--- config.mk ---
export PLATFORM = sky130hd
export DESIGN_NAME = tws_ctrl
export DESIGN_NICKNAME = d
export VERILOG_FILES = /design/src/rtl/tws_pkg.sv /design/src/rtl/tws_ctrl.sv
export SDC_FILE = /design/constraint.sdc
export NUM_CORES = 1
export LEC_CHECK = 0
export BUFFER_PORTS_ARGS = -buffer_cell sky130_fd_sc_hd__buf_2
export CAP_MARGIN = 20
export CORE_AREA = 2 2 39 41
export DETAILED_ROUTE_END_ITERATION = 12
export DIE_AREA = 0 0 41 43
export HOLD_SLACK_MARGIN = 0.06
export PLACE_DENSITY_LB_ADDON = 0.3
export SKIP_LAST_GASP = 1
export SLEW_MARGIN = 0
export SYNTH_ARGS = -nofsm -noshare
export SYNTH_HDL_FRONTEND = slang
export SYNTH_SLANG_ARGS = --single-unit
--- constraint.sdc ---
create_clock -name clk -period 4.1 [get_ports clk]
set_clock_uncertainty 0.15 [all_clocks]
set_input_delay 0 -clock clk [delete_from_list [all_inputs] [get_ports clk]]
set_output_delay 0 -clock clk [all_outputs]
set_load 0.02 [all_outputs]
--- src/rtl/tws_pkg.sv ---
// ----------------------------------------------------------------------------
// tws_pkg - shared types and constants of the trie word store
// Node pool sizes, command codes, beat structs and the control/status
// bundles that join the controller and the datapath.
// ----------------------------------------------------------------------------
package tws_pkg;

    // Node pool and alphabet
    localparam int MAX_NODES     = 1024;
    localparam int ALPHABET_SIZE = 26;
    localparam int NODE_W        = $clog2(MAX_NODES);
    localparam int FREE_W        = $clog2(MAX_NODES + 1);
    localparam int LINK_IDX_W    = $clog2(ALPHABET_SIZE);

    // Field widths of the item beat
    localparam int CMD_W    = 2;
    localparam int LETTER_W = 5;

    // Command codes; any other code acts as a prefix query
    localparam logic [CMD_W-1:0] CMD_INSERT = CMD_W'(0);
    localparam logic [CMD_W-1:0] CMD_SEARCH = CMD_W'(1);

    // One input beat
    typedef struct packed {
        logic [CMD_W-1:0]    command;
        logic [LETTER_W-1:0] letter;
        logic                last_letter;
    } tws_item_t;

    // One result beat
    typedef struct packed {
        logic found;
        logic pool_full;
    } tws_result_t;

    // One node row: a child link per letter, 0 meaning no child
    typedef logic [ALPHABET_SIZE-1:0][NODE_W-1:0] tws_row_t;

    // Controller to datapath
    typedef struct packed {
        logic clear_step;
        logic accept;
        logic exec;
        logic finish_load;
    } tws_cmd_t;

    // Datapath to controller
    typedef struct packed {
        logic clear_last;
        logic item_last;
        logic out_free;
    } tws_stat_t;

endpackage

--- src/rtl/tws_ctrl.sv ---
// ----------------------------------------------------------------------------
// tws_ctrl - sequencer of the trie word store
// Runs the clearing pass after reset, then takes one letter beat at a time
// through lookup, optional end-of-word step and result hand-off.
// ----------------------------------------------------------------------------
module tws_ctrl
    import tws_pkg::*;
(
    input  logic      clk,
    input  logic      rst_n,
    input  logic      item_valid,
    output logic      item_stall,
    input  tws_stat_t stat,
    output tws_cmd_t  cmd
);

    typedef enum logic [1:0] {
        ST_CLEAR,
        ST_IDLE,
        ST_EXEC,
        ST_FINISH
    } state_t;

    state_t state_reg;
    state_t state_next;

    // Decode commands and next state
    always_comb
    begin
        state_next = state_reg;
        cmd        = '0;
        unique case (state_reg)
            ST_CLEAR:
            begin
                cmd.clear_step = 1'b1;
                if (stat.clear_last)
                begin
                    state_next = ST_IDLE;
                end
            end
            ST_IDLE:
            begin
                if (item_valid)
                begin
                    cmd.accept = 1'b1;
                    state_next = ST_EXEC;
                end
            end
            ST_EXEC:
            begin
                cmd.exec   = 1'b1;
                state_next = stat.item_last ? ST_FINISH : ST_IDLE;
            end
            ST_FINISH:
            begin
                if (stat.out_free)
                begin
                    cmd.finish_load = 1'b1;
                    state_next      = ST_IDLE;
                end
            end
            default:
            begin
                state_next = ST_CLEAR;
            end
        endcase
    end

    // Accept beats only while idle
    assign item_stall = (state_reg != ST_IDLE);

    // Hold state
    always_ff @(posedge clk or negedge rst_n)
    begin
        if (!rst_n)
        begin
            state_reg <= ST_CLEAR;
        end
        else
        begin
            state_reg <= state_next;
        end
    end

endmodule

==> results of run 1 <==
-- layout make-up --
cell class / instances / area share (%)
flip-flops and latches: 2 / 16.8
well taps: 16 / 6.72
clock buffers: 3 / 7.56
repair buffers: 13 / 26.9
inverters: 6 / 7.56
multi-input cells: 11 / 34.5
-- layer usage --
layer	global-route usage [%]	vias to the layer above	routed length (um)	part of all wire [%]
li1	-	92	-	-
met1	4.50	70	166	45
met2	6.88	13	137	37
met3	1.57	2	54	15
met4	10.0	0	14	3.8
met5	0	-	0	0
-- cells by family after synthesis --
| family | synth area share, % |
|---|---|
| adders and majority gates | 28.6 |
| buffers and inverters | 12.9 |
| muxes | 11.4 |
| DFF | 28.6 |
| and+or+nand+nor | 8.57 |
| AOI/OAI and AO/OA | 10.0 |
-- where the power goes --
group	total [mW]	switching, mW	internal (mW)
Clock	0.0443	0.0120	0.0324
Combinational	0.119	0.0702	0.0490
Sequential	0.0363	0.00670	0.0296
-- worst paths after layout --
check                             start           end  slack [ns]
max                        state_reg[0]  state_reg[1]        2.49
min                             stat[2]  state_reg[0]        0.07
max reg2reg                state_reg[0]  state_reg[1]        2.49
min reg2reg                state_reg[1]  state_reg[1]        0.46
max in group asynchronous         rst_n  state_reg[0]        3.21
min in group asynchronous         rst_n  state_reg[1]        0.47
-- through the flow --
| step | power [mW] | hold slack, ns |
|---|---|---|
| 2_1_floorplan | 0.125 | -0.446 |
| 3_3_place_gp | 0.155 | -0.362 |
| 3_5_place_dp | 0.156 | -0.362 |
| 4_1_cts | 0.205 | 0.0610 |
| 5_1_grt | 0.222 | 0.0821 |
| 6_report | 0.200 | 0.0683 |
-- placed cells by master, fill, tap and decap left out --
cell / Yosys / routed
sky130_fd_sc_hd__a222oi_1: 1 / 1
sky130_fd_sc_hd__nor2_1: 1 / 1
sky130_fd_sc_hd__dfrtp_1: 2 / 2
sky130_fd_sc_hd__and2_2: 1 / 1
sky130_fd_sc_hd__dlygate4sd3_1: 0 / 3
sky130_fd_sc_hd__inv_1: 6 / 6
sky130_fd_sc_hd__buf_2: 0 / 10
sky130_fd_sc_hd__nand2_1: 1 / 1
sky130_fd_sc_hd__ha_1: 4 / 4
sky130_fd_sc_hd__clkbuf_4: 0 / 3
sky130_fd_sc_hd__mux2i_1: 2 / 2
sky130_fd_sc_hd__a21o_1: 1 / 1
-- worst min-delay path, cell delays in order --
cell and delay (ns):
sky130_fd_sc_hd__buf_2 0.10, sky130_fd_sc_hd__inv_1 0.04, sky130_fd_sc_hd__a222oi_1 0.11, sky130_fd_sc_hd__mux2i_1 0.14
==> reports/results.txt, run 1 <==
The flow ran to the end, and the final reports show no timing, DRC or antenna violations. The critical path crosses 4 cells after its start point. The run gives 169 as the via count of the first global-routing pass. The die covers 1760 sq um. The register with the most flip-flops in the layout has 2 of them. The actual transition at the worst max-transition pin was 0.485 ns; the worst-case vdd ir drop was 0.184 mV. Traced cell by cell, the critical path runs through inv_1, ha_1, a222oi_1, mux2i_1. The number of nets still failing antenna checks after routing is 0, and the number of I/O pins is 11. The first TritonRoute pass finished after 4 iterations.

The maximum number of buffers from clock root to sink was 2; the ratio of routed vias to standard cells was 3.47. Buffers inserted to repair hold after CTS numbered 3. The logs give 47 for the number of nets in the final layout and 0.621 GHz for the highest clock rate. For this run, the leading register cell type out of synthesis is sky130_fd_sc_hd__dfrtp_1. The placer's final routability congestion estimate was 0.604; the final count of hold timing violations was 0. In this run the power density over the cells is 671 nW/um^2.

From left edge to right edge, the die measures 41 um. Each instance of the synthesized netlist takes up on average 9.22 sq um. Counting the buffers created by CTS gives 3.

The summed instance area of the synthesized netlist was 175 sq um; the port buffer count was 10. The worst hold path passes through 4 cells. The tools report the master cell of the clock root buffer as sky130_fd_sc_hd__clkbuf_4.

The finished cells cover 298 sq um. The data required time of the critical path was 4.09 ns. Setup slack closes at 2.49 ns. The repair_antennas step left the layout with diodes totalling 0.

Setup violations remaining at the end of the flow were counted as 0. After synthesis, flip-flops and latches occupy 28.6% of the total area. Top-area cell type share of the netlist area: 28.6%.

The synthesized design contains 0 enable-type register cells. The final cycle utilization of the critical path came out at 39.3%. The number of buffer and inverter stages on the critical path is 1. Headroom to the max-slew limit came out at 67.7%.

Buffer count from post-CTS setup fixing: 0. The critical path is of the reg2reg type. The routed design could run at a clock period as short as 1.61 ns. Y dimension of the die: 43 um.

The cell count after placement is 45. After synthesis, the most frequently instantiated cells are sky130_fd_sc_hd__inv_1 (6), sky130_fd_sc_hd__ha_1 (4), sky130_fd_sc_hd__dfrtp_1 (2), sky130_fd_sc_hd__mux2i_1 (2). The synthesized design contains 2 register bits. The initialized floorplan defines 14 standard-cell rows. In the final layout, the multi-input gates occupy 103 sq um.

On the critical path the largest part of the delay comes from compound AO/OA/AOI/OAI gates. The number of pins with negative max-slew slack in the final report was 0. In this run the worst hold path is classified as in2reg.

After floorplanning, the core was sized to cover 1380 sq um. For the worst-skew pair, the clock arrives at the later sink with an insertion delay of 0.23 ns. The share of async-settable or async-resettable flops after synthesis was 100%; the maximum fanout along the worst path was 3.

Type of element capturing the critical path: a flip-flop. For the number of DRC markers after the initial detailed-route iteration, the log shows 1. The cell with the largest stage delay on the worst path is sky130_fd_sc_hd__a222oi_1. The run gives 0 as the number of resized instances in the post-cts repair step. Setup repair after global routing left no endpoint under its margin.

The most frequent cell after synthesis is sky130_fd_sc_hd__inv_1. The tools report the number of filler instances in the final layout as 147. The final route contains 177 vias. STA classifies the critical path startpoint as a flip-flop.

The tools report the final-layout setup total negative slack as 0 ns. The sequential cells in the finished layout cover a total of 50.0 sq um. Final standard cell count with taps included and fillers excluded: 51.

The clock transition at the register clock pins on the worst setup and hold paths after CTS was 0.03 ns. The average wire length per cell after detail routing was 7.29 um. Number of violations of the max-capacitance limit: 0. The first global-routing pass estimated 538 um of wire. TritonCTS built the clock tree.

For the estimated wirelength of the detail-placed design, the log shows 291 um. In this design, the stage delay of the slowest critical-path cell is 0.47 ns. Entering global routing, the biggest net connects 5 pins. For this configuration, the core starts out at a cell density of 12.7%. After global routing the overflow that remains totals 0. The aggregate global-route resource usage was 5.42%. Synthesis-to-finish area growth: 70.0%. In the final layout, the share of cells above drive strength 1 is 40.0%.

In this run the static leakage power is 0.186 nW. Distinct cell type count after synthesis: 9. The total wire length is 372 um. CTS saw 2 sinks.

After technology mapping, the gate count stands at 19. In this run the cell area measured after placement is 245 sq um. The utilization after layout came out at 21.5%.

In the routed design, unresolved DRC markers number 0. The logs give 0 for the initial antenna violation count and 29 for the synthesized netlist net count. The synthesized design spends more area on one cell type than any other, namely sky130_fd_sc_hd__dfrtp_1.

The logs give 1.60 ns for the endpoint arrival time on the critical path and 0 for the number of warnings issued by yosys. By area the synthesized netlist is led by sky130_fd_sc_hd__dfrtp_1 (29%), sky130_fd_sc_hd__ha_1 (29%), sky130_fd_sc_hd__inv_1 (13%), sky130_fd_sc_hd__mux2i_1 (11%), sky130_fd_sc_hd__a222oi_1 (5.7%). The number of H-tree levels was 1. Counting cells, the worst reg-to-reg path comes to 4. The tools report the worst slack at placement as 2.47 ns.
No activity file was read; power rests on OpenSTA's default activity.
==> run 2: changes to the inputs <==
clock period = 1.57 ns   (was 4.1 ns; I/O delays follow)
==> reports/results.txt, run 2 (synthesized netlist as in run 1, its figures left out) <==
The flow ran to the end, and the final reports show no timing, DRC or antenna violations. The proportion of layout cells with a drive suffix above 1 came out at 55.3%. After layout, the minimum clock period comes to 1.49 ns. The logs give 1.48 ns for the endpoint arrival time on the critical path and 0 for the number of nets still failing antenna checks after routing. The floorplan step defined a core boundary enclosing 1380 sq um. The CTS sink count was 2; the y dimension of the die was 43 um.

The average wire length per cell after detail routing came out at 8.33 um. The critical path goes through inv_2, ha_4, a222oi_1, buf_4, mux2i_1. The later pin in the worst-skew pair is clocked with a latency of 0.22 ns. The tools report the worst-case headroom to the max-slew limit as 82.7%.

The area of the die came out at 1760 sq um. The delay of the slowest critical-path stage is 0.37 ns, and the clock transition at the register clock pins on the worst setup and hold paths after CTS is 0.03 ns. The tools report the smallest hold slack as 0.133 ns. For the total wire length, the log shows 450 um. Via count of the first global-routing pass: 156. The worst hold path belongs to the class in2reg.

The number of H-tree levels is 1, and the synthesis-to-finish area growth is 91.4%. Clock tree synthesis selected as its root buffer the cell sky130_fd_sc_hd__clkbuf_4. For this run, the share of the core covered by cells in the final layout is 24.2%. The die width is 41 um, and the worst-case vdd ir drop is 0.532 mV.

Dividing the final minimum period by the clock period gives 95.1%. During I/O placement, the number of pins put on the boundary was 11. The largest net degree at the start of global routing was 4. The logs give 263 sq um for the cell area after placement and 0 for the initial antenna violation count. Number of buffers added by the clock tree synthesis step: 3.

For this run, design rule violations remaining after detail routing come to 0. For the number of pins with negative max-slew slack in the final report, the log shows 0. Across the run, the number of max-cap violations was 0. The initialized floorplan defines 14 standard-cell rows. After global routing the overflow that remains totals 0. The power density of the placed cells is 1830 nW/um^2. Setup violations remaining at the end of the flow were counted as 0. The first-pass GRT wire length is 572 um, and the port buffer count is 10.

STA classifies the critical path startpoint as a flip-flop. The tools report the final count of hold timing violations as 0. The number of DRC markers after the initial detailed-route iteration was 1; the actual transition at the worst max-transition pin was 0.259 ns. The number of nets in the final layout is 50, and the highest clock rate is 0.670 GHz. The aggregate global-route resource usage is 5.33%.

The run gives 0 as the antenna diode count. The type of element capturing the critical path was a flip-flop. The longest clock path from root to sink contains 2 buffers. The logs give 0.0772 ns for the worst path setup slack after routing and 179 for the number of vias after detailed routing. The run gives 0 ns as the final-layout setup total negative slack.

Timing analysis after detailed placement gives a worst setup slack of 0.0540 ns. Routability-driven placement finished with a final weighted congestion of 0.616. In the routed layout, each cell is associated on average with a via count of 3.31. Leaving out fill and tap cells, the most frequent cells in the layout are sky130_fd_sc_hd__buf_2 (10), sky130_fd_sc_hd__inv_1 (4), sky130_fd_sc_hd__clkbuf_4 (3), sky130_fd_sc_hd__dlygate4sd3_1 (3), sky130_fd_sc_hd__buf_4 (3). The cell with the largest stage delay on the worst path was sky130_fd_sc_hd__dfrtp_1. The most frequent standard cell in the layout excluding fill and tap cells is sky130_fd_sc_hd__buf_2. In this run the worst path has a maximum fanout of 3. Setup repair after global routing could not meet its margin everywhere. The tools report the number of filler instances in the final layout as 155. The category of the most critical setup path is reg2reg.

The register with the most flip-flops in the layout has 2 of them. In this run the static leakage power is 0.198 nW. The tools report the final design area excluding fillers as 335 sq um. The worst register-to-register path has a setup slack of 0.08 ns. TritonCTS built the clock tree. The tools report the data required time of the critical path as 1.56 ns. The tools report the total iterations of the first detailed-routing run as 4. The initial core utilization was 12.7%.
## run 2: cell count changes in the layout (fill, tap and decap cells not counted)
cell / before / now
sky130_fd_sc_hd__buf_4: 0 / 3
sky130_fd_sc_hd__ha_1: 4 / 2
sky130_fd_sc_hd__ha_2: 0 / 1
sky130_fd_sc_hd__ha_4: 0 / 1
sky130_fd_sc_hd__inv_1: 6 / 4
sky130_fd_sc_hd__inv_2: 0 / 2
## run 2: critical path: cells and delay by family, from the launching register on
kind	cells	cell delay [ns]
multiplexers	1	0.18
AO/OA/AOI/OAI	1	0.29
flip-flops	1	0.37
adder cells (fa/ha/maj)	1	0.16
buffers and inverters	2	0.25
## run 2: metrics by stage
step | total power [mW] | instances
final | 0.614 | 54
after global routing | 0.681 | 54
after CTS | 0.577 | 53
after detailed placement | 0.451 | 47
after global placement | 0.450 | 47
after floorplan | 0.332 | 19
## run 2: final timing paths
check,start,endpoint,cells after the start
worst max-delay path,state_reg[1],state_reg[0],5
worst min-delay path,stat[2],state_reg[1],5
max in group asynchronous,rst_n,state_reg[0],3
worst min register to register,state_reg[0],state_reg[0],2
min in group asynchronous,rst_n,state_reg[1],3
worst max register to register,state_reg[1],state_reg[0],5
## run 2: cell type report
type	count	area, sq um	share of cell area (%)
clock buffers	3	22.5	6.72
multi-input cells	11	118	35.1
inverters	6	22.5	6.72
repair buffers	16	103	30.6
flip-flops and latches	2	50.0	14.9
well taps	16	20.0	5.97
## run 2: layer usage
| layer | share of wire [%] | track usage [%] |
|---|---|---|
| met5 | 0 | 0 |
| met4 | 0 | 6.00 |
| met3 | 14 | 3.14 |
| met2 | 43 | 6.25 |
| met1 | 43 | 5.81 |
## run 2: power breakdown
part	switching (mW)	internal, mW	total, mW
logic	0.208	0.193	0.401
clock network	0.0277	0.0842	0.112
registers	0.0235	0.0773	0.101
total	0.259	0.355	0.614
## run 2: timing repair
item | CTS | global route
gates resized for setup | 0 | 4
endpoints found under the setup margin | 0 | 2
hold endpoints to repair | 3 | 0
hold buffers | 3 | 0
buffers inserted | 0 | 1
==> run 3: changes to the inputs <==
--- a/constraint.sdc
+++ b/constraint.sdc
@@ -3,3 +3,3 @@
 set_input_delay 0 -clock clk [delete_from_list [all_inputs] [get_ports clk]]
 set_output_delay 0 -clock clk [all_outputs]
-set_load 0.02 [all_outputs]
+set_load 0.05 [all_outputs]
==> reports/results.txt, run 3 (synthesized netlist as in run 1, its figures left out) <==
Number of DRC markers after the initial detailed-route iteration: 2. Across the run, the number of max-cap violations was 0. Flip-flop count of the largest register after layout: 2. Master cell of the clock root buffer: sky130_fd_sc_hd__clkbuf_4. The number of clock buffers added by TritonCTS is 3.

Data required time of the critical path: 1.42 ns. For the number of H-tree levels, the log shows 1. The tools report the number of vias after detailed routing as 188. The antenna diode count was 0; the y dimension of the die was 43 um. After detailed routing, the total wire length is 395 um. The clock drives 2 sinks. The region available for standard cell placement spans 1380 sq um. For this configuration, the core starts out at a cell density of 12.7%.

The die covers 1760 sq um. The number of buffers and inverters on the critical path is 4. The power density of the placed cells works out to 2140 nW/um^2.

In the layout the commonest cells are sky130_fd_sc_hd__buf_2 (9), sky130_fd_sc_hd__inv_1 (4), sky130_fd_sc_hd__clkbuf_4 (3), sky130_fd_sc_hd__dlygate4sd3_1 (3), sky130_fd_sc_hd__buf_4 (3). The tools report the clock latency reported for the late side of the worst-skew pair as 0.22 ns. TritonCTS built the clock tree.

The worst-case vdd ir drop is 0.601 mV. The leakage power total was 0.199 nW. For the pin with the worst max-slew slack, the measured transition is 0.272 ns.

The signal on the critical path passes through inv_2, ha_1, buf_4, inv_1, buf_2. In the final layout, the share of cells above drive strength 1 is 57.9%. Pin placement for this block handled 11 I/O pins. The aggregate global-route resource usage was 5.33%.

Once detail routing completed, the nets flagged for antenna violations numbered 0. The first TritonRoute pass finished after 4 iterations. The run gives 166 as the via count of the first global-routing pass. The initial antenna violation count is 0.

At the end of routability-driven placement, the weighted congestion stood at 0.628. The synthesis-to-finish area growth was 96.4%. The average wire length per cell after detail routing works out to 7.31 um. The port buffer count is 10, and the maximum fanout along the worst path is 3. For this run the aggregate overflow at the end of global routing stands at 0. Clock-pin slew was measured on the worst setup and hold paths at 0.03 ns. Most frequent standard cell in the layout excluding fill and tap cells: sky130_fd_sc_hd__buf_2.

The tools report the final count of hold timing violations as 0. The final layout contains 50 nets. Cell class contributing the biggest share of worst-path delay: buffers and inverters. The layout has 150 filler cells. The run finished with clean final reports. Summing internal, switching and leakage power gives 737 uW. The highest clock rate is 0.670 GHz, and the worst-case headroom to the max-slew limit is 81.9%.

The largest net degree at the start of global routing came out at 4. The tools report the detailed-route DRC error count as 0. Among all stages on the critical path, the largest delay is contributed by sky130_fd_sc_hd__dfrtp_1.

For the endpoint arrival time on the critical path, the log shows 1.34 ns. The worst setup path is launched from a flip-flop. The maximum number of buffers from clock root to sink is 2. Summing all non-filler instances in the final layout gives an area of 344 sq um. In this run the horizontal extent of the chip is 41 um. The final cycle utilization of the critical path came out at 95.1%. The worst setup path is captured at an output port.

The largest single stage delay on the critical path is 0.38 ns. Counting cells, the worst reg-to-reg path comes to 4. Category of the most critical setup path: reg2out. After layout, the minimum clock period comes to 1.49 ns.

Dividing the detail-routed via count by the number of cells gives 3.48. For the number of placement rows, the log shows 14. The number of setup violations in the final report came out at 0.

The first global-routing pass estimated 572 um of wire. Cell area after placement: 275 sq um. Setup repair after global routing could not meet its margin everywhere. The run gives 0 as the number of pins with negative max-slew slack in the final report. The worst hold path was traced through 5 stages. The final-layout setup total negative slack was 0 ns; the count of cell instances traversed by the critical path was 5.

The type of the tightest min-delay check was in2reg.
==> run 3: cell types whose count changed in the layout (fill, tap and decap cells not counted) <==
cell and change:
sky130_fd_sc_hd__buf_2 -1, sky130_fd_sc_hd__buf_6 +1, sky130_fd_sc_hd__nor2_1 -1, sky130_fd_sc_hd__nor2_2 +1
==> run 3: worst min-delay path: stages <==
cell and delay (ns):
sky130_fd_sc_hd__buf_2 0.10, sky130_fd_sc_hd__inv_1 0.04, sky130_fd_sc_hd__a222oi_1 0.07, sky130_fd_sc_hd__buf_4 0.15, sky130_fd_sc_hd__mux2i_1 0.11
==> run 3: final timing paths <==
kind,from,slack [ns],to
worst max-delay path,state_reg[1],0.08,item_stall
worst min-delay path,stat[2],0.15,state_reg[1]
worst max register to register,state_reg[1],0.08,state_reg[0]
worst min register to register,state_reg[1],0.47,state_reg[1]
max in group asynchronous,rst_n,0.67,state_reg[0]
min in group asynchronous,rst_n,0.48,state_reg[1]
==> run 3: cell type report <==
class | instances | area [sq um] | share of cell area (%)
multi-input combinational | 11 | 120 | 34.9
timing repair buffer | 16 | 109 | 31.6
sequential | 2 | 50.0 | 14.5
clock buffer | 3 | 22.5 | 6.55
inverter | 6 | 22.5 | 6.55
tap | 16 | 20.0 | 5.82
==> run 3: timing repair <==
action	CTS	global route
hold buffers	3	0
cloned	0	0
pin swaps	0	2
endpoints found under the setup margin	1	4
endpoints found under the hold margin	3	0
setup buffers	0	1
gates resized for setup	1	4
==> run 3: stage by stage <==
step           hold WS [ns]  setup WS, ns  std cells  utilization (%)
3_3_place_gp         -0.362      0.000734         47             19.9
5_1_grt               0.164       -0.0195         54             24.9
4_1_cts               0.142        0.0211         53             23.9
2_1_floorplan        -0.446       -0.0200         19                -
3_5_place_dp         -0.363        0.0660         47             19.9
6_report              0.149        0.0771         54             24.9
==> run 3: power by group <==
part           internal [mW]  leakage [nW]  switching (mW)  total [mW]
registers             0.0773        0.0242          0.0244       0.102
clock network         0.0842        0.0138          0.0273       0.111
logic                  0.199         0.161           0.325       0.524
==> run 3: metal layers <==
| layer | part of all wire (%) | routed length (um) | global-route usage [%] |
|---|---|---|---|
| met2 | 42 | 166 | 7.19 |
| met1 | 47 | 187 | 4.84 |
| met5 | 0 | 0 | 0 |
| met3 | 10 | 40 | 3.14 |
| met4 | 0 | 0 | 6.00 |
